--- src/rtl/core/ufr_pkg.sv ---
// Package with shared types and constants of the UART frame receiver.
`timescale 1ns / 1ps

package ufr_pkg;

    localparam int DATA_WIDTH_DEF  = 8;
    localparam int COUNT_WIDTH_DEF = 16;

    localparam int CFG_INDEX_WIDTH = 2;
    localparam int CFG_DATA_WIDTH  = 16;

    localparam logic [CFG_INDEX_WIDTH-1:0] CFG_TICKS_PER_BIT  = 2'd0;
    localparam logic [CFG_INDEX_WIDTH-1:0] CFG_PARITY_ENABLE  = 2'd1;
    localparam logic [CFG_INDEX_WIDTH-1:0] CFG_PARITY_ODD     = 2'd2;
    localparam logic [CFG_INDEX_WIDTH-1:0] CFG_STOP_BIT_COUNT = 2'd3;

    localparam logic [15:0] TICKS_PER_BIT_RST  = 16'd16;
    localparam logic        PARITY_ENABLE_RST  = 1'b1;
    localparam logic        PARITY_ODD_RST     = 1'b0;
    localparam logic [1:0]  STOP_BIT_COUNT_RST = 2'd1;

    localparam logic [1:0] STATUS_OK         = 2'd0;
    localparam logic [1:0] STATUS_PARITY_ERR = 2'd1;
    localparam logic [1:0] STATUS_STOP_ERR   = 2'd2;

    typedef enum logic [2:0] {
        PH_WAIT_IDLE = 3'd0,
        PH_WAIT_FALL = 3'd1,
        PH_HALF      = 3'd2,
        PH_DATA      = 3'd3,
        PH_PARITY    = 3'd4,
        PH_STOP      = 3'd5
    } phase_t;

    typedef struct packed {
        logic [15:0] ticks_per_bit;
        logic        parity_enable;
        logic        parity_odd;
        logic [1:0]  stop_bit_count;
    } cfg_t;

    typedef struct packed {
        logic       emit;
        logic [7:0] rx_byte;
        logic [1:0] frame_status;
    } result_t;

endpackage

--- src/rtl/core/uart_frame_receiver.sv ---
// Top level of the UART frame receiver with configuration registers and input register.
`timescale 1ns / 1ps

// Usage: each input word is one clock tick of the sampled serial line on rx_level,
// taken when in_valid is high and in_stall is low. The block accepts one word
// every cycle while in_stall is low. Each accepted word is held in the input
// register and is then stepped through the frame state machine; a frame result
// is loaded into the output register (out_valid, rx_byte, frame_status) when the
// word holding the last stop bit (or the failing parity or stop bit) is stepped.
// A result word stays in the output register until out_stall is low. While it
// waits, line samples keep flowing; in_stall rises only when a sample would
// finish another frame while the output register is still held.
// The configuration channel (cfg_valid, cfg_ready, cfg_index, cfg_data) is always
// ready; index 0 is ticks_per_bit, 1 parity_enable, 2 parity_odd, 3 stop_bit_count.
// Write it only while the line is idle and no result is pending.
// Reset returns the registers to 16 ticks per bit, even parity enabled and one
// stop bit, empties both registers, and the receiver waits for the idle high level.
module uart_frame_receiver #(
    parameter int DATA_WIDTH  = ufr_pkg::DATA_WIDTH_DEF,
    parameter int COUNT_WIDTH = ufr_pkg::COUNT_WIDTH_DEF
) (
    input  logic                                clk,
    input  logic                                rst_n,
    input  logic                                in_valid,
    output logic                                in_stall,
    input  logic                                rx_level,
    output logic                                out_valid,
    input  logic                                out_stall,
    output logic [7:0]                          rx_byte,
    output logic [1:0]                          frame_status,
    input  logic                                cfg_valid,
    output logic                                cfg_ready,
    input  logic [ufr_pkg::CFG_INDEX_WIDTH-1:0] cfg_index,
    input  logic [ufr_pkg::CFG_DATA_WIDTH-1:0]  cfg_data
);
    import ufr_pkg::*;

    cfg_t    cfg_reg;
    logic    in_valid_reg;
    logic    level_reg;
    logic    advance;
    logic    out_free;
    result_t result;

    assign cfg_ready = 1'b1;
    assign advance   = in_valid_reg && (!result.emit || out_free);
    assign in_stall  = in_valid_reg && !advance;

    always_ff @(posedge clk or negedge rst_n)
    begin
        if (!rst_n)
        begin
            cfg_reg.ticks_per_bit  <= TICKS_PER_BIT_RST;
            cfg_reg.parity_enable  <= PARITY_ENABLE_RST;
            cfg_reg.parity_odd     <= PARITY_ODD_RST;
            cfg_reg.stop_bit_count <= STOP_BIT_COUNT_RST;
        end
        else if (cfg_valid && cfg_ready)
        begin
            unique case (cfg_index)
                CFG_TICKS_PER_BIT:  cfg_reg.ticks_per_bit  <= cfg_data;
                CFG_PARITY_ENABLE:  cfg_reg.parity_enable  <= cfg_data[0];
                CFG_PARITY_ODD:     cfg_reg.parity_odd     <= cfg_data[0];
                CFG_STOP_BIT_COUNT: cfg_reg.stop_bit_count <= cfg_data[1:0];
                default:            cfg_reg                <= cfg_reg;
            endcase
        end
    end

    always_ff @(posedge clk or negedge rst_n)
    begin
        if (!rst_n)
        begin
            in_valid_reg <= 1'b0;
        end
        else if (!in_stall)
        begin
            in_valid_reg <= in_valid;
        end
    end

    always_ff @(posedge clk)
    begin
        if (in_valid && !in_stall)
        begin
            level_reg <= rx_level;
        end
    end

    ufr_frame_fsm #(
        .DATA_WIDTH  (DATA_WIDTH),
        .COUNT_WIDTH (COUNT_WIDTH)
    ) u_fsm (
        .clk      (clk),
        .rst_n    (rst_n),
        .advance  (advance),
        .rx_level (level_reg),
        .cfg      (cfg_reg),
        .result   (result)
    );

    ufr_out_buf u_out (
        .clk          (clk),
        .rst_n        (rst_n),
        .load         (advance && result.emit),
        .result       (result),
        .out_stall    (out_stall),
        .out_free     (out_free),
        .out_valid    (out_valid),
        .rx_byte      (rx_byte),
        .frame_status (frame_status)
    );

endmodule

--- src/rtl/core/ufr_frame_fsm.sv ---
// Frame state machine: bit timing, data assembly, parity and stop checks.
`timescale 1ns / 1ps

module ufr_frame_fsm #(
    parameter int DATA_WIDTH  = ufr_pkg::DATA_WIDTH_DEF,
    parameter int COUNT_WIDTH = ufr_pkg::COUNT_WIDTH_DEF
) (
    input  logic             clk,
    input  logic             rst_n,
    input  logic             advance,
    input  logic             rx_level,
    input  ufr_pkg::cfg_t    cfg,
    output ufr_pkg::result_t result
);
    import ufr_pkg::*;

    localparam logic [COUNT_WIDTH-1:0] CNT_MAX = '1;

    phase_t                  phase_reg, phase_next;
    logic [COUNT_WIDTH-1:0]  tick_reg, tick_next;
    logic [3:0]              bit_index_reg, bit_index_next;
    logic [DATA_WIDTH-1:0]   shift_reg, shift_next;
    logic [1:0]              stop_index_reg, stop_index_next;

    logic [15:0]             limit;
    logic [COUNT_WIDTH-1:0]  limit_clip;
    logic [COUNT_WIDTH-1:0]  tick_inc;
    logic                    reached;
    logic                    parity_bit;
    logic [1:0]              stops;
    logic [3:0]              bit_index_inc;
    logic [1:0]              stop_index_inc;

    assign limit      = (phase_reg == PH_HALF) ? (cfg.ticks_per_bit >> 1) : cfg.ticks_per_bit;
    assign limit_clip = (32'(limit) > 32'(CNT_MAX)) ? CNT_MAX : COUNT_WIDTH'(limit);
    assign tick_inc   = (tick_reg == CNT_MAX) ? tick_reg : tick_reg + 1'b1;
    assign reached    = tick_inc >= limit_clip;
    assign parity_bit = (^shift_reg) ^ cfg.parity_odd;
    assign stops      = (cfg.stop_bit_count == 2'd0) ? 2'd1 :
                        (cfg.stop_bit_count == 2'd3) ? 2'd2 : cfg.stop_bit_count;
    assign bit_index_inc  = bit_index_reg + 4'd1;
    assign stop_index_inc = stop_index_reg + 2'd1;

    always_comb
    begin
        phase_next      = phase_reg;
        tick_next       = tick_reg;
        bit_index_next  = bit_index_reg;
        shift_next      = shift_reg;
        stop_index_next = stop_index_reg;
        unique case (phase_reg)
            PH_WAIT_IDLE:
            begin
                if (rx_level)
                begin
                    phase_next = PH_WAIT_FALL;
                end
            end
            PH_WAIT_FALL:
            begin
                if (!rx_level)
                begin
                    phase_next = PH_HALF;
                    tick_next  = '0;
                end
            end
            PH_HALF:
            begin
                tick_next = tick_inc;
                if (reached)
                begin
                    tick_next = '0;
                    if (rx_level)
                    begin
                        phase_next = PH_WAIT_IDLE;
                    end
                    else
                    begin
                        phase_next     = PH_DATA;
                        bit_index_next = '0;
                        shift_next     = '0;
                    end
                end
            end
            PH_DATA:
            begin
                tick_next = tick_inc;
                if (reached)
                begin
                    tick_next = '0;
                    for (int i = 0; i < DATA_WIDTH; i++)
                    begin
                        if (bit_index_reg == 4'(i))
                        begin
                            shift_next[i] = shift_reg[i] | rx_level;
                        end
                    end
                    bit_index_next = bit_index_inc;
                    if (bit_index_inc >= 4'(DATA_WIDTH))
                    begin
                        stop_index_next = '0;
                        phase_next      = cfg.parity_enable ? PH_PARITY : PH_STOP;
                    end
                end
            end
            PH_PARITY:
            begin
                tick_next = tick_inc;
                if (reached)
                begin
                    tick_next = '0;
                    if (rx_level != parity_bit)
                    begin
                        phase_next = PH_WAIT_IDLE;
                    end
                    else
                    begin
                        stop_index_next = '0;
                        phase_next      = PH_STOP;
                    end
                end
            end
            PH_STOP:
            begin
                tick_next = tick_inc;
                if (reached)
                begin
                    tick_next = '0;
                    if (!rx_level)
                    begin
                        phase_next = PH_WAIT_IDLE;
                    end
                    else
                    begin
                        stop_index_next = stop_index_inc;
                        if (stop_index_inc >= stops)
                        begin
                            phase_next = PH_WAIT_IDLE;
                        end
                    end
                end
            end
            default:
            begin
                phase_next = PH_WAIT_IDLE;
            end
        endcase
    end

    always_comb
    begin
        result.emit         = 1'b0;
        result.rx_byte      = 8'(shift_reg);
        result.frame_status = STATUS_OK;
        unique case (phase_reg)
            PH_PARITY:
            begin
                if (reached && (rx_level != parity_bit))
                begin
                    result.emit         = 1'b1;
                    result.frame_status = STATUS_PARITY_ERR;
                end
            end
            PH_STOP:
            begin
                if (reached)
                begin
                    if (!rx_level)
                    begin
                        result.emit         = 1'b1;
                        result.frame_status = STATUS_STOP_ERR;
                    end
                    else if (stop_index_inc >= stops)
                    begin
                        result.emit = 1'b1;
                    end
                end
            end
            default:
            begin
                result.emit = 1'b0;
            end
        endcase
    end

    always_ff @(posedge clk or negedge rst_n)
    begin
        if (!rst_n)
        begin
            phase_reg      <= PH_WAIT_IDLE;
            tick_reg       <= '0;
            bit_index_reg  <= '0;
            shift_reg      <= '0;
            stop_index_reg <= '0;
        end
        else if (advance)
        begin
            phase_reg      <= phase_next;
            tick_reg       <= tick_next;
            bit_index_reg  <= bit_index_next;
            shift_reg      <= shift_next;
            stop_index_reg <= stop_index_next;
        end
    end

endmodule

--- src/rtl/core/ufr_out_buf.sv ---
// Output register that holds a finished frame until the receiver takes it.
`timescale 1ns / 1ps

module ufr_out_buf (
    input  logic             clk,
    input  logic             rst_n,
    input  logic             load,
    input  ufr_pkg::result_t result,
    input  logic             out_stall,
    output logic             out_free,
    output logic             out_valid,
    output logic [7:0]       rx_byte,
    output logic [1:0]       frame_status
);
    import ufr_pkg::*;

    logic       valid_reg;
    logic [7:0] byte_reg;
    logic [1:0] status_reg;

    assign out_free     = !valid_reg || !out_stall;
    assign out_valid    = valid_reg;
    assign rx_byte      = byte_reg;
    assign frame_status = status_reg;

    always_ff @(posedge clk or negedge rst_n)
    begin
        if (!rst_n)
        begin
            valid_reg <= 1'b0;
        end
        else if (out_free)
        begin
            valid_reg <= load;
        end
    end

    always_ff @(posedge clk)
    begin
        if (load && out_free)
        begin
            byte_reg   <= result.rx_byte;
            status_reg <= result.frame_status;
        end
    end

endmodule
--- config.mk ---
export PLATFORM = sky130hd
export DESIGN_NAME = uart_frame_receiver
export DESIGN_NICKNAME = d
export VERILOG_FILES = /design/src/rtl/core/ufr_pkg.sv /design/src/rtl/core/uart_frame_receiver.sv /design/src/rtl/core/ufr_frame_fsm.sv /design/src/rtl/core/ufr_out_buf.sv
export SDC_FILE = /design/constraint.sdc
export NUM_CORES = 1
export LEC_CHECK = 0
export ABC_AREA = 1
export BUFFER_PORTS_ARGS = -buffer_cell sky130_fd_sc_hd__buf_2
export CORE_UTILIZATION = 40
export DETAILED_ROUTE_END_ITERATION = 8
export PLACE_DENSITY_LB_ADDON = 0.15
export SYNTH_ARGS = -nofsm -noshare
export SYNTH_HDL_FRONTEND = slang
export SYNTH_SLANG_ARGS = --single-unit
export TNS_END_PERCENT = 10
--- constraint.sdc ---
create_clock -name clk -period 5.7 [get_ports clk]
set_input_delay 0.855 -clock clk [delete_from_list [all_inputs] [get_ports clk]]
set_output_delay 0.855 -clock clk [all_outputs]
set_load 0.005 [all_outputs]
Word level (Yosys, flattened, before mapping)
Cells that the tools add are included.

Word-level logic and storage cells: 163. Bits of input ports: 24. Output and inout port bits: 13. Register bits after elaboration: 66.

$lt $le $gt $ge: 3. Equality and inequality tests: 37. Multiplexer cells: 52. Reductions and logical operators: 38. $add $sub $neg: 3. Bitwise operators: 9.

Operators with widths (number): 16-bit 2-to-1 mux (4); 6-bit AND reduction (8); 16-bit case mux with 2 select lines (1); 3-bit 2-to-1 mux (10); 2-bit by 1-bit inequality test with 1-bit output, second input constant (13); 8-bit 2-to-1 mux (3); 2-bit 2-to-1 mux (11); 3-bit case mux with 6 select lines (1); 16-bit by 1-bit adder with 16-bit output, second input constant (1); 16-bit == test, second input constant (1); 4-bit by 3-bit == test with 1-bit output, second input constant (4); 16-bit greater-or-equal comparator (1); 8-bit case mux with 2 select lines (1); 1-bit 2-to-1 mux (14); 4-bit 2-to-1 mux (3); 2-bit inequality test, second input constant (5); 9-bit AND reduction (1); 4-bit by 2-bit == test with 1-bit output, second input constant (2); 1-bit bitwise OR (8); 4-bit case mux with 2 select lines (1); 2-bit AND reduction (4); 8-bit AND reduction (1); 8-bit XOR reduction (1); 2-bit == test, second input constant (3); other kinds (26) (40).

Longest topological paths before layout
Gate-level depths: netlist (run 1).

Word-level depth: 15. Depth in mapped cells: 26. Mapped depth without buffers: 25.

By module
From an unflattened synthesis (run 1), not the netlist that was laid out.

Cells, all modules: 544. Area, all modules: 4229.1 um^2.

By module, submodules not included: ufr_frame_fsm (cells an instance 423, area an instance 2920.3 um^2, sequential area each 825.8 um^2, times used 1); uart_frame_receiver (cells an instance 106, area an instance 967.2 um^2, sequential area each 559.3 um^2, times used 1); ufr_out_buf (cells an instance 15, area an instance 341.6 um^2, sequential area each 325.3 um^2, times used 1).

Worst setup path before layout (run 1)
Ideal clock, no wire load.

Kind: register to output. Start point: register u_fsm.tick_reg[0]. End point: output in_stall. Data required time: 4.845 ns. Slack: 2.274 ns. Path buffers: 0. Cell stages (with the launch flop): 21. Data arrival time: 2.571 ns. Cell sequence: dfrtp_1 > ha_1 > nand2_1 > nor2_2 > nand3_1 > nor3_1 > inv_1 > nor2_1 > nand2_1 > nand3_1 > nand2_1 > ha_1 > nand2_1 > nand2_1 > o21bai_1 > a21oi_2 > nand3_2 > nand2_2 > inv_2 > nand4_1 > inv_1.

Cells in the longest elaborated chain, start to end: 11. Elaborated cells between the ends (all ways): 13. Those cells by class: add/sub (1); order compare (1); eq/ne (1); mux (4); reduce/logical (6).

RTL lines: start, declared (RTL line ufr_frame_fsm.sv:20) `logic [COUNT_WIDTH-1:0] tick_reg, tick_next;`; start signal, assigned (RTL line ufr_frame_fsm.sv:199) `tick_reg <= tick_next;`; 16-bit by 1-bit adder with 16-bit output / 16-bit == test (equally long branches) (RTL line ufr_frame_fsm.sv:36) `assign tick_inc = (tick_reg == CNT_MAX) ? tick_reg : tick_reg + 1'b1;`; 16-bit 2-to-1 mux (*) (RTL line ufr_frame_fsm.sv:36); 16-bit greater-or-equal comparator (*) (RTL line ufr_frame_fsm.sv:37) `assign reached = tick_inc >= limit_clip;`; 1-bit logical AND (RTL line ufr_frame_fsm.sv:158) `if (reached && (rx_level != parity_bit))`; 1-bit 2-to-1 mux (RTL line ufr_frame_fsm.sv:158); 1-bit case mux with 2 select lines (*) (RTL line ufr_frame_fsm.sv:155) `unique case (phase_reg)`; 1-bit logical NOT (*) (RTL line uart_frame_receiver.sv:46) `assign advance = in_valid_reg && (!result.emit || out_free);`; 1-bit logical OR (*) (RTL line uart_frame_receiver.sv:46); 1-bit logical AND (*) (RTL line uart_frame_receiver.sv:46); 1-bit logical NOT (*) (RTL line uart_frame_receiver.sv:47) `assign in_stall = in_valid_reg && !advance;`; 1-bit logical AND (*) (RTL line uart_frame_receiver.sv:47); end, declared (RTL line uart_frame_receiver.sv:25) `output logic in_stall,`.

Every way passes the cells marked *; elsewhere a longest branch is shown, timed or not.

Worst setup path after layout (run 1)
Same ends and word-level chain as after synthesis.

==> flow_metrics.tcl, run 1 <==
set metrics [dict create \
    p_int_w 0.0009635 \
    min_period_ps 4412 \
    hold_viol 0 \
    clock-root-buffer "clkbuf_8" \
    period_share_pct 77.40 \
    async_flop_share_pct 83.08 \
    ys.flop_type "dfrtp_1" \
    fin_worst_skew_ps 8.561 \
    synth_cell_type_count 46 \
    seqPwrFrac_pct 35.7 \
    ir_drop_v 0.0001801 \
    hold_buffers 0 \
    core-area_mm2 0.01089 \
    place_ws_ps 1694 \
    multi_input_area_mm2 0.002356 \
    fin_util_pct 45.43 \
    drv_slew 0 \
    worstSkewPairLatency_ps 370 \
    avgSynthCellArea_um2 7.310 \
    clk_pin_slew_worst_paths_ps 80 \
    cts_resized 0 \
    area_delta_synth_final_pct 9.836 \
    synth_edf_count 11 \
    hold_class "register to register" \
    top_usage_layer "met2" \
    p_per_area_mw_per_mm2 359.1 \
    htreeDepth 3 \
    route.detailed.drc 0 \
    p_sw_share_pct 45.75 \
    drt_first_iter_violations 250 \
    largest_register_ffs 19 \
    drt-total-wl_um 10220 \
    rsz0062_at_grt "false" \
    grt_util_met1_pct 26.50 \
    arrival_ps 3560 \
    design_area_mm2 0.004946 \
    seqCellArea_mm2 0.001684 \
    end_kind "output port" \
    grt_pass1_wl_um 17570 \
    mostFrequentLayoutCells "153 x nand2_1, 96 x inv_1, 74 x nor2_1" \
    yosys_warnings 0 \
    status "completed" \
    r2r_slack_ps 1630 \
    leakage_nw 2.611 \
    grt.total_usage_pct 19.35 \
    setup_tns_ps 0 \
    io_pins 37 \
    port_buffers 35 \
    grtUsageMet2_pct 30.25 \
    synth_seq_cells 65 \
    p_comb_share_pct 44.6 \
    post_dp_cell_area_mm2 0.004785 \
    netlist_area_mm2 0.004503 \
    detail_route.wl_per_cell_um 12.83 \
    worst_pin_slew_ps 891.3 \
    grt-ovfl-total 0 \
    cts_num_sinks 65 \
    num-nets-final 701 \
    dr.pass1.iters 5 \
    ys_seq_area_share_pct 37.40 \
    die-area_mm2 0.01169 \
    syn_nets 665 \
    worstPathMaxFanout 5 \
    gp_congestion 0.8738 \
    grt_max_degree 55 \
    setup_violations 0 \
    synth_cells 616 \
    antenna_found_initial 0 \
    cts_setup_buffers 0 \
    row_count 38 \
    fillCellCount 1096 \
    vias 3922 \
    critPathLaunchType "register" \
    clk_path_buf_depth 2 \
    layout_commonest_cell "nand2_1" \
    grt_pass1_vias 3760 \
    crit_type "register to output port" \
    antennaDiodeCount 0 \
    max-slew-margin-rel_pct 40.41 \
    cap_violations 0 \
    cts_buffers 9 \
    viasPerCell 4.921 \
    dp_hpwl_um 7709 \
    drive_above_1_share_pct 15.37 \
    grtUsageMet3_pct 3.376 \
    setup_slack_ps 1288 \
    required_ps 4850 \
    switching_power_w 0.0008126 \
    die_x_um 108.1 \
    die_y_um 108.1 \
    tritoncts "built" \
    clock.fmax_ghz 0.2267 \
    postRouteAntennaNets 0 \
    start_util_pct 41.36 \
    clkPwrFrac_pct 19.8 \
]
==> critical path, stage by stage, from the launching register on <==
cell     delay, ps
dfrtp_1        420
ha_1           230
nand2_1        110
nor2_2          70
nand4_1        140
nor3_1          70
nand3_1        170
inv_1           90
nor3b_1        360
inv_1          100
ha_1           310
nand2_1         90
nor3_2         200
nand3_1        160
nand3_2        160
nand2_2         80
inv_2           90
nand4_1        150
inv_1           90
buf_2          110
==> stage by stage <==
stage | power [W] | hold slack, ps | cells
after CTS | 0.001790 | 495.8 | 797
after global placement | 0.001416 | 474.5 | 781
after floorplan | 0.001276 | 453.4 | 616
after detailed placement | 0.001433 | 477.7 | 781
after global routing | 0.001943 | 530.8 | 797
final | 0.001776 | 490.6 | 797
==> final cells by class <==
cell class                      instances  area share, %
Inverter                              101          7.665
Clock inverter                          7         0.7589
Clock buffer                            9          2.504
Sequential cell                        65          34.05
Tap cell                              140          3.542
Multi-Input combinational cell        438          47.63
Timing Repair Buffer                   37          3.845
==> power by group through the flow <==
stage	combinational [W]	sequential (W)	clock (W)
after detailed placement	0.000788	0.000645	0
after global placement	0.000777	0.000639	0
final	0.000791	0.000634	0.000351
after floorplan	0.000656	0.000619	0
after global routing	0.000922	0.000648	0.000373
after CTS	0.000794	0.000635	0.000361
==> logic make-up (layout without fill, tap and decap cells) <==
| kind of cell | count (synthesis) | in the layout | share of synthesized area, % |
|---|---|---|---|
| mux | 8 | 8 | 1.945 |
| fa+ha+maj | 25 | 25 | 6.946 |
| compound gates | 93 | 93 | 11.89 |
| flops | 65 | 65 | 37.40 |
| xor+xnor | 9 | 9 | 1.751 |
| other cells | 1 | 1 | 0.08328 |
| buf+inv | 113 | 154 | 10.28 |
| simple gates | 302 | 302 | 29.70 |
==> layer usage <==
metal,wire length (um),vias to the layer above,part of all wire (%)
met5,0,-,0
met4,157,0,1.5
li1,-,2036,-
met3,368,22,3.6
met2,4538,92,44
met1,5159,1772,50
==> synthesized netlist by cell type, types with 6 or more instances <==
master | n | share of area [%]
a21oi_1 | 29 | 3.2
clkbuf_1 | 7 | 0.58
dfrtp_1 | 52 | 29
edfxtp_1 | 11 | 7.3
ha_1 | 25 | 6.9
inv_1 | 96 | 8.0
mux2_2 | 6 | 1.5
nand2_1 | 153 | 13
nand2_2 | 12 | 1.7
nand3_1 | 26 | 2.9
nand4_1 | 15 | 2.1
nor2_1 | 74 | 6.2
o21ai_0 | 41 | 4.6
o21ai_2 | 11 | 2.1
xor2_1 | 7 | 1.4
==> path summary, 6_finish.rpt <==
path | start | to | depth (start not counted)
worst min-delay path | cfg_reg[4]$_DFFE_PN0P_ | cfg_reg[4]$_DFFE_PN0P_ | 2
worst max-delay path | u_fsm.tick_reg[0]$_DFFE_PN0P_ | in_stall | 19
max in group asynchronous | rst_n | u_fsm.tick_reg[9]$_DFFE_PN0P_ | 2
min in group asynchronous | rst_n | cfg_reg[18]$_DFFE_PN0P_ | 2
worst min register to register | cfg_reg[4]$_DFFE_PN0P_ | cfg_reg[4]$_DFFE_PN0P_ | 2
worst max register to register | u_fsm.tick_reg[0]$_DFFE_PN0P_ | u_out.frame_status[0]$_DFFE_PP_ | 23
Note: power is estimated with default switching activity, not from simulation.
==> inputs of run 2 (changes only) <==
clock period = 3.6 ns   (was 5.7 ns; I/O delays follow)
==> flow_metrics.tcl, run 2 (synthesized netlist as in run 1, its figures left out) <==
set metrics [dict create \
    reg2reg_from "u_fsm.tick_reg[0]$_DFFE_PN0P_" \
    rsz0062_at_grt "true" \
    required_ps 3060 \
    end_kind "output port" \
    clock-root-buffer "clkbuf_8" \
    min_period_ps 3680 \
    drive_above_1_share_pct 24.13 \
    die_x_um 108.1 \
    p_total_w 0.003041 \
    worst_pin_slew_ps 893.3 \
    io_pins 37 \
    grt_pass1_wl_um 18220 \
    drt-total-wl_um 10640 \
    die-area_mm2 0.01169 \
    cts_buffers 9 \
    dr.pass1.iters 4 \
    violations "negative setup slack" \
    cp_num_buf_inv 5 \
    dp_hpwl_um 7888 \
    fin_util_pct 49.39 \
    htreeDepth 3 \
    worstPathMaxFanout 4 \
    viasPerCell 4.872 \
    core-area_mm2 0.01089 \
    tritoncts "built" \
    cp_top_family "simple AND/OR/NAND/NOR gates" \
    mostFrequentLayoutCells "147 x nand2_1, 92 x inv_1, 65 x nor2_1" \
    clk_path_buf_depth 2 \
    clock.fmax_ghz 0.2718 \
    arrival_ps 3140 \
    critPathMaxStageDelay_ps 360 \
    antenna_found_initial 0 \
    hold_buffers 0 \
    cp_slowest_cell "dfrtp_1" \
    route.detailed.drc 0 \
    largest_register_ffs 19 \
    r2r-end "u_out.rx_byte[5]$_DFFE_PP_" \
    cap_violations 0 \
    drv_slew 0 \
    grt.total_usage_pct 20.19 \
    vias 4034 \
    crit_path_cell_trace "ha_2 > nand2_2 > nor2_4 > nand4_1 > buf_4 > nor2_4 > a21oi_1 > a31o_2 > inv_1 > ha_1 > nand2_1 > o21ai_1 > a21oi_2 > nand3_2 > nand2_2 > inv_2 > nand4_1 > inv_1 > buf_2" \
    die_y_um 108.1 \
    fin_hold_ws_ps 209.3 \
    r2r_slack_ps 60 \
    critPathLaunchType "register" \
    cts_num_sinks 65 \
    clk_pin_slew_worst_paths_ps 70 \
    postRouteAntennaNets 0 \
    leakage_nw 2.784 \
    max-slew-margin-rel_pct 40.28 \
    p_per_area_mw_per_mm2 565.5 \
    fin_worst_skew_ps 16.92 \
    port_buffers 35 \
    ff2ff_path_depth 23 \
    grt_pass1_vias 3837 \
    place_ws_ps -76.87 \
    hold_viol 0 \
    start_util_pct 41.36 \
    drt_first_iter_violations 228 \
    layout_commonest_cell "nand2_1" \
    period_share_pct 102.2 \
    status "finished with violations" \
    grt_max_degree 31 \
    antennaDiodeCount 0 \
    grt-ovfl-total 0 \
    gp_congestion 0.8951 \
    worstSkewPairLatency_ps 370 \
    setup_violations 1 \
    detail_route.wl_per_cell_um 12.86 \
    setup_slack_ps -79.80 \
    row_count 38 \
    hold_class "primary input to async pin" \
    area_delta_synth_final_pct 19.42 \
    crit_type "register to output port" \
    ir_drop_v 0.0002228 \
    num-nets-final 732 \
]
[run 2: changes by cell type in the layout (fill, tap and decap cells not counted), sizes merged]
cell	delta
buf	+31
bufinv	+1
clkbuf	+4
clkinv	-3
clkinvlp	-2
[run 2: layout make-up]
type	count	area [um^2]
fillers	1076	5510
multi-input cells	438	2515
flip-flops and latches	65	1684
repair buffers	68	435.4
inverters	101	379.1
well taps	140	175.2
clock buffers	13	148.9
clock inverters	3	40.04
[run 2: layer usage]
layer | vias to the layer above | share of wire [%] | global-route usage [%]
li1 | 2099 | - | -
met1 | 1832 | 50 | 28.03
met2 | 87 | 43 | 30.03
met3 | 16 | 5.3 | 6.028
met4 | 0 | 1.6 | 6.164
met5 | - | 0 | 0
[run 2: worst max-delay path by stage]
stage | from | endpoint | slack (ps) | cells after the start
floorplan | u_fsm.tick_reg[0]$_DFFE_PN0P_ | u_out.frame_status[0]$_DFFE_PP_ | 210 | 23
global placement | u_fsm.tick_reg[0]$_DFFE_PN0P_ | u_out.rx_byte[4]$_DFFE_PP_ | 20 | 24
detailed placement | u_fsm.tick_reg[0]$_DFFE_PN0P_ | u_out.rx_byte[0]$_DFFE_PP_ | -80 | 24
CTS | u_fsm.tick_reg[1]$_DFFE_PN0P_ | in_stall | -150 | 18
global route | u_fsm.tick_reg[5]$_DFFE_PN0P_ | in_stall | -310 | 16
finish | u_fsm.tick_reg[0]$_DFFE_PN0P_ | in_stall | -80 | 19
[run 2: timing repair]
item | in CTS | in global routing
setup endpoints to repair | 11 | 46
pin swaps | 14 | 15
setup buffers | 14 | 5
resized for setup | 13 | 29
[run 2: stage by stage]
stage,std cells,cell area [um^2],TNS [ps]
floorplan,616,4503,0
detailed placement,793,4887,-728.0
global route,828,5378,-4129
global placement,793,4887,0
CTS,823,5241,-203.7
finish,828,5378,-79.80
[run 2: power breakdown]
| group | internal, W | total, W | switching (W) |
|---|---|---|---|
| logic | 0.000500 | 0.00141 | 0.000909 |
| registers | 0.000878 | 0.00101 | 0.000127 |
| clock network | 0.000337 | 0.000626 | 0.000289 |
[run 2: worst register-to-register path: stages, from the launching register on]
cell and delay, ps:
dfrtp_1 360, ha_2 190, nand2_2 80, nor2_4 150, nand4_1 170, buf_4 200, nor2_4 110, a21oi_1 80
a31o_2 230, inv_1 50, ha_1 220, nand2_1 140, o21ai_1 110, a21oi_2 160, nand3_2 120, nand2_2 100
inv_2 40, buf_4 140, nand3_4 90, nand2_4 100, inv_2 90, nand3_1 100, inv_2 80, buf_4 140
